### config.mk
export PLATFORM = sky130hd
export DESIGN_NAME = square_spiral_index_to_xy
export DESIGN_NICKNAME = d
export VERILOG_FILES = /design/src/sqspir_pkg.sv /design/src/square_spiral_index_to_xy.sv /design/src/sqspir_isqrt.sv
export SDC_FILE = /design/constraint.sdc
export NUM_CORES = 1
export LEC_CHECK = 0
export BUFFER_PORTS_ARGS = -buffer_cell sky130_fd_sc_hd__buf_2
export CAP_MARGIN = 20
export CORE_MARGIN = 3
export CORE_UTILIZATION = 55
export DETAILED_ROUTE_END_ITERATION = 8
export PLACE_DENSITY = 0.75
export SYNTH_ARGS = -nofsm -noshare
export SYNTH_HDL_FRONTEND = slang
export SYNTH_SLANG_ARGS = --single-unit
### constraint.sdc
create_clock -name clk -period 9.7 [get_ports clk]
set_input_delay 0.485 -clock clk [delete_from_list [all_inputs] [get_ports clk]]
set_output_delay 0.485 -clock clk [all_outputs]
set_load 0.02 [all_outputs]
### src/sqspir_pkg.sv
package sqspir_pkg;

  localparam int COORD_W = 17;

  typedef logic signed [COORD_W-1:0] coord_t;

  localparam logic [1:0] LEG_TOP    = 2'd0;
  localparam logic [1:0] LEG_LEFT   = 2'd1;
  localparam logic [1:0] LEG_BOTTOM = 2'd2;
  localparam logic [1:0] LEG_RIGHT  = 2'd3;

endpackage

### src/square_spiral_index_to_xy.sv
// The result strobe follows the start transfer once the root, the ring offset and, if the
// offset is not zero, the walk along the legs of the ring are done.
// The square root takes one cycle per root bit, then the fix state forms the ring offset and
// the leg state walks the legs of the ring with a single compare and subtract.
// A new item is taken only when the last is through; busy is high while an item is in work.
// Synchronous reset returns the block to idle; the receiver cannot stall a result.
module square_spiral_index_to_xy
  import sqspir_pkg::*;
#(
  parameter int INDEX_WIDTH = 32
) (
  input  logic                   clk,
  input  logic                   rst,
  input  logic                   start,
  input  logic [INDEX_WIDTH-1:0] step_index,
  output logic                   busy,
  output logic                   done,
  output coord_t                 coord_x,
  output coord_t                 coord_y
);

  localparam int MW = INDEX_WIDTH + 1;
  localparam int RW = (MW + 1) / 2;
  localparam int KW = RW + 3;

  localparam logic [1:0] ST_IDLE = 2'd0;
  localparam logic [1:0] ST_ROOT = 2'd1;
  localparam logic [1:0] ST_FIX  = 2'd2;
  localparam logic [1:0] ST_LEG  = 2'd3;

  logic [1:0]    state;
  logic [1:0]    leg;
  logic [RW-1:0] s_val;
  logic [KW-1:0] j_val;
  logic          accept;
  logic [MW-1:0] m_val;
  logic          sq_done;
  logic [RW-1:0] sq_root;
  logic [KW-1:0] sq_rem;

  logic [RW-1:0]      s_next;
  logic [KW-1:0]      k_next;
  logic [KW-1:0]      len;
  logic               fit;
  logic [COORD_W-1:0] s17;
  logic [COORD_W-1:0] s1;
  logic [COORD_W-1:0] j17;
  logic [COORD_W-1:0] x_leg;
  logic [COORD_W-1:0] y_leg;

  assign accept = start && !busy;
  assign m_val  = MW'(step_index) + MW'(1);
  assign busy   = state != ST_IDLE;

  sqspir_isqrt #(.M_WIDTH(MW)) u_isqrt (
    .clk   (clk),
    .rst   (rst),
    .start (accept),
    .value (m_val),
    .done  (sq_done),
    .root  (sq_root),
    .rem   (sq_rem)
  );

  always_comb begin
    s_next = (sq_root - RW'(1)) >> 1;
    if (sq_root[0]) begin
      k_next = sq_rem;
    end else begin
      k_next = sq_rem + KW'({sq_root, 1'b0}) - KW'(1);
    end
    if (leg == LEG_TOP) begin
      len = KW'({s_val, 1'b1});
    end else begin
      len = KW'({s_val, 1'b0}) + KW'(2);
    end
    fit = (j_val <= len) || (leg == LEG_RIGHT);
    s17 = COORD_W'(s_val);
    s1  = s17 + COORD_W'(1);
    j17 = COORD_W'(j_val);
    case (leg)
      LEG_TOP: begin
        x_leg = s17 - j17;
        y_leg = s1;
      end
      LEG_LEFT: begin
        x_leg = -s1;
        y_leg = s1 - j17;
      end
      LEG_BOTTOM: begin
        x_leg = j17 - s1;
        y_leg = -s1;
      end
      default: begin
        x_leg = s1;
        y_leg = j17 - s1;
      end
    endcase
  end

  always_ff @(posedge clk) begin
    if (rst) begin
      state <= ST_IDLE;
      done  <= 1'b0;
    end else begin
      done <= 1'b0;
      case (state)
        ST_IDLE: begin
          if (accept) begin
            state <= ST_ROOT;
          end
        end
        ST_ROOT: begin
          if (sq_done) begin
            state <= ST_FIX;
          end
        end
        ST_FIX: begin
          if (k_next == '0) begin
            state <= ST_IDLE;
            done  <= 1'b1;
          end else begin
            state <= ST_LEG;
          end
        end
        ST_LEG: begin
          if (fit) begin
            state <= ST_IDLE;
            done  <= 1'b1;
          end
        end
        default: begin
          state <= ST_IDLE;
        end
      endcase
    end
  end

  always_ff @(posedge clk) begin
    case (state)
      ST_FIX: begin
        s_val   <= s_next;
        j_val   <= k_next - KW'(1);
        leg     <= LEG_TOP;
        coord_x <= COORD_W'(s_next);
        coord_y <= COORD_W'(s_next);
      end
      ST_LEG: begin
        if (fit) begin
          coord_x <= x_leg;
          coord_y <= y_leg;
        end else begin
          j_val <= j_val - len;
          leg   <= leg + 2'd1;
        end
      end
      default: begin
      end
    endcase
  end

endmodule

### src/sqspir_isqrt.sv
module sqspir_isqrt
  import sqspir_pkg::*;
#(
  parameter int M_WIDTH = 33
) (
  input  logic                          clk,
  input  logic                          rst,
  input  logic                          start,
  input  logic [M_WIDTH-1:0]            value,
  output logic                          done,
  output logic [(M_WIDTH+1)/2-1:0]      root,
  output logic [(M_WIDTH+1)/2+2:0]      rem
);

  localparam int RW  = (M_WIDTH + 1) / 2;
  localparam int PW  = 2 * RW;
  localparam int RMW = RW + 3;
  localparam int CW  = $clog2(RW + 1);

  logic [PW-1:0]  radicand;
  logic [CW-1:0]  cnt;
  logic           running;
  logic [RMW-1:0] rem_sh;
  logic [RMW-1:0] trial;
  logic           ge;

  always_comb begin
    rem_sh = {rem[RMW-3:0], radicand[PW-1:PW-2]};
    trial  = RMW'({root, 2'b01});
    ge     = rem_sh >= trial;
  end

  always_ff @(posedge clk) begin
    if (rst) begin
      running <= 1'b0;
      done    <= 1'b0;
      cnt     <= '0;
    end else begin
      done <= 1'b0;
      if (start) begin
        running <= 1'b1;
        cnt     <= CW'(RW);
      end else if (running) begin
        cnt <= cnt - 1'b1;
        if (cnt == CW'(1)) begin
          running <= 1'b0;
          done    <= 1'b1;
        end
      end
    end
  end

  always_ff @(posedge clk) begin
    if (start) begin
      radicand <= PW'(value);
      root     <= '0;
      rem      <= '0;
    end else if (running) begin
      radicand <= {radicand[PW-3:0], 2'b00};
      root     <= {root[RW-2:0], ge};
      rem      <= ge ? (rem_sh - trial) : rem_sh;
    end
  end

endmodule

==> results.tsv <==
stage	metric	value	unit
timing	Setup-failing EPs final	0	
synthesis	syn nets	1935	
global_route	total grt overflow	0	
synthesis	synth warn	0	
critical_path	slowest stage delay, CP	0.49	ns
critical_path	critical path type	reg2reg	
place	HPWL Detailed	28500	um
global_route	met2 GRT Util	44.2	%
synthesis	Async SR Flop Fraction	0	%
synthesis	Post-synth top flop	edfxtp_1	
synthesis	Synth Area per Inst	8.20	um^2
critical_path	reg2reg end	coord_x[6]	
route	Vias/cell	6.11	
timing	fin worst setup slack	4.65	ns
clocking	hold_buf cts	0	
clocking	Max Buffers Root-to-Sink	2	
critical_path	slowest cell on the critical path	o21ai_0	
timing	Worst Skew	0.0134	ns
route	via count	13000	
timing	Max Transition Viols Final	0	
floorplanning	row count	58	
clocking	CTS tree	done	
floorplanning	Placeable Area	25500	um^2
timing	TNS Setup	0	ns
place	pre-CTS setup slack	4.72	ns
timing	endpoints failing hold	0	
floorplanning	Die H	168	um
timing	Slew @ Worst Pin	0.816	ns
timing	min cycle time layout	5.05	ns
clocking	clk slew on worst S/H paths	0.07	ns
power	static leakage	0.00642	uW
clocking	H-tree levels	4	
final_layout	multi-input logic area	9450	um^2
timing	Max Freq	0.198	GHz
floorplanning	initial core utilization	56.6	%
route	Routed WL per cell	17.9	um
critical_path	Critical Path RT	9.78	ns
clocking	CTS Sinks	153	
floorplanning	# IOs	71	
job	max cap viols	0	
global_route	largest net degree at the start of global routing	59	
synthesis	Cells after Synth	1764	
final_layout	fin nets	1960	
place	GPL Wtd Cong	0.956	
synthesis	library cells used by synthesis	88	
critical_path	Worst setup EP type	flop	
timing	Rel. slew slack	44.9	%
global_route	vias in the first global route	12300	
critical_path	Worst R2R Setup Slack	4.65	ns
power	pwr dens	206	nW/um^2
hold_path	hold path startpoint	step_index[0]	
hold_path	Hold Path End	u_isqrt.radicand[0]	
global_route	initial antenna violation count	0	
synthesis	mapped cell area	14500	um^2
route	# DRC	0	
global_route	met3 usage	3.55	%
critical_path	worst-path fanout max	52	
synthesis	share of the synthesized area in the top cell type	21.8	%
critical_path	CP startpoint kind	flop	
final_layout	layout cell share with drive strength beyond 1	8.88	%
global_route	All-Layer GR Usage	26.6	%
place	IO Port Bufs	70	
final_layout	Antenna Cells	0	
final_layout	Layout area overhead	8.22	%
timing	Final Cycle Share	52.1	%
global_route	first-pass GRT wire length	62200	um
floorplanning	Die X-Extent	168	um
power	worst-case vdd ir drop	0.000156	V
route	Post-DRT Antenna Nets	0	
global_route	met1 usage	36.7	%
route	first-pass iteration count of the detailed router	5	
final_layout	register area	4120	um^2
clocking	Clock Latency Late Sink	0.45	ns
critical_path	CP arrival	5.13	ns
clocking	CTS resizes	0	
final_layout	Finished Layout Cells	2132	
synthesis	top post-synthesis cells by area	edfxtp_1 (22%), ha_1 (11%), dfxtp_1 (6.6%), xnor2_1 (6.6%), a21oi_1 (4.5%)	
clocking	postcts setup bufs	0	
critical_path	reg-to-reg startpoint	leg[0]	
place	number of instances in the placed design	2099	
hold_path	hold depth	2	
route	total length of routed wires	38100	um
final_layout	layout filler cell count	2288	
clocking	clk root buf	clkbuf_16	
synthesis	Synth Register Bits	153	
timing	RSZ-0062 raised after global routing	no	
critical_path	CP cell instances	inv_1, ha_2, buf_4, ha_1, inv_1, fa_1, a21oi_1, nor2_1, o31a_1, o31ai_1, a41oi_1, nor2b_1, o21a_1, o21ai_0, o21a_1, buf_4	
outcome	status	complete, no violations	
synthesis	area leader, netlist	edfxtp_1	
global_route	busiest grt layer	met2	
clocking	TritonCTS buffer count	17	
hold_path	min-delay worst type	in2reg	
synthesis	register area share after synthesis	28.4	%
route	initial DRC count	1244	
synthesis	EDFF count, synth	105	
critical_path	Reg2Reg Depth	16	
floorplanning	die area	28300	um^2
[power by group]
| part | total (uW) | internal, uW | switching, uW |
|---|---|---|---|
| Sequential | 866 | 815 | 51.0 |
| Clock | 700 | 382 | 318 |
| Combinational | 1660 | 681 | 975 |
[registers in the layout, indices dropped and copies added (netlist names), 2 cells and up]
name              cells
state                 2
s17                  16
u_isqrt.rem          20
u_isqrt.radicand     34
coord_x              17
coord_y              17
leg                   2
u_isqrt.cnt           5
u_isqrt.root         17
j_val                20
[per-stage QoR]
stage	util, %	instance area (um^2)	hold WS (ns)	total power [uW]
floorplan	-	14500	0.457	2170
global route	61.3	15700	0.368	3470
global placement	58.9	15000	0.474	2460
detailed placement	58.9	15000	0.495	2500
finish	61.3	15700	0.357	3220
CTS	61.2	15600	0.347	3210
[critical path, delay by kind of cell (launching register included)]
| family | cells | cell delay (ns) |
|---|---|---|
| AO/OA/AOI/OAI | 7 | 2.01 |
| buffers and inverters | 4 | 1.04 |
| adder cells (fa/ha/maj) | 3 | 0.84 |
| flip-flops | 1 | 0.43 |
| AND/OR/NAND/NOR | 2 | 0.28 |
[synth_stat cells (11+ instances only)]
cell type and n:
a21o_1 34, inv_1 157, nand2b_1 11, a211oi_1 18, ha_1 131, nand3_1 47, mux2i_1 30, nand4_1 17
dfxtp_1 48, nor3_1 50, nor4_1 19, xor2_1 64, a221o_1 15, buf_1 13, o21bai_1 19, and3_1 15
nor2b_1 16, or3_1 14, a31oi_1 11, a21oi_1 131, clkbuf_1 62, nor2_1 139, xnor2_1 109, edfxtp_1 105
a221oi_1 26, o21a_1 22, nand2_1 155, o21ai_0 119
[placed cells by master, fill, tap and decap left out, drive strengths merged, types with 17 or more instances in the layout]
cell type	netlist	final
a21o	34	34
nand2	155	155
nand4	17	17
o21ai	126	126
xnor2	111	111
a211oi	19	19
nor3	50	50
inv	158	168
nand3	49	49
buf	18	86
a21oi	132	132
o21a	22	22
a221oi	26	26
o21bai	20	20
mux2i	30	30
nor4	20	20
edfxtp	105	105
xor2	64	64
ha	131	131
nor2	140	140
clkbuf	62	19
dfxtp	48	48
[kinds of logic (layout without fill, tap and decap cells)]
kind of cell    after synthesis  count (layout)  synth area share (%)
xor+xnor                    175             175                  10.7
fa+ha+maj                   136             136                  12.0
buf+inv                     241             279                  6.36
compound gates              494             494                  22.5
mux                          33              33                  2.31
flops                       153             153                  28.4
simple gates                532             532                  17.7
[area by class of cell]
class | instances | share of cell area (%)
Multi-Input combinational cell | 1370 | 60.3
Clock buffer | 19 | 2.90
Clock inverter | 13 | 0.927
Sequential cell | 153 | 26.3
Tap cell | 330 | 2.64
Inverter | 161 | 3.86
Timing Repair Buffer | 86 | 3.05
[worst max path at each step]
stage                 endpoint  cells after the start    from  slack [ns]
finish              coord_x[6]                     16  leg[0]        4.65
detailed placement  coord_y[6]                     16  leg[0]        4.72
floorplan             j_val[0]                     16  leg[0]        4.43
global placement    coord_y[6]                     16  leg[0]        4.88
CTS                 coord_x[6]                     16  leg[0]        4.67
global route        coord_y[0]                     16  leg[0]        4.25
[per-layer routing]
layer  share of wire, %  vias to the layer above  routed length, um
met1                 45                     6094              17200
met4                2.0                        0                779
li1                   -                     6395                  -
met5                  0                        -                  0
met2                 47                      478              17700
met3                6.2                       55               2370
No activity file was read; power rests on OpenSTA's default activity.
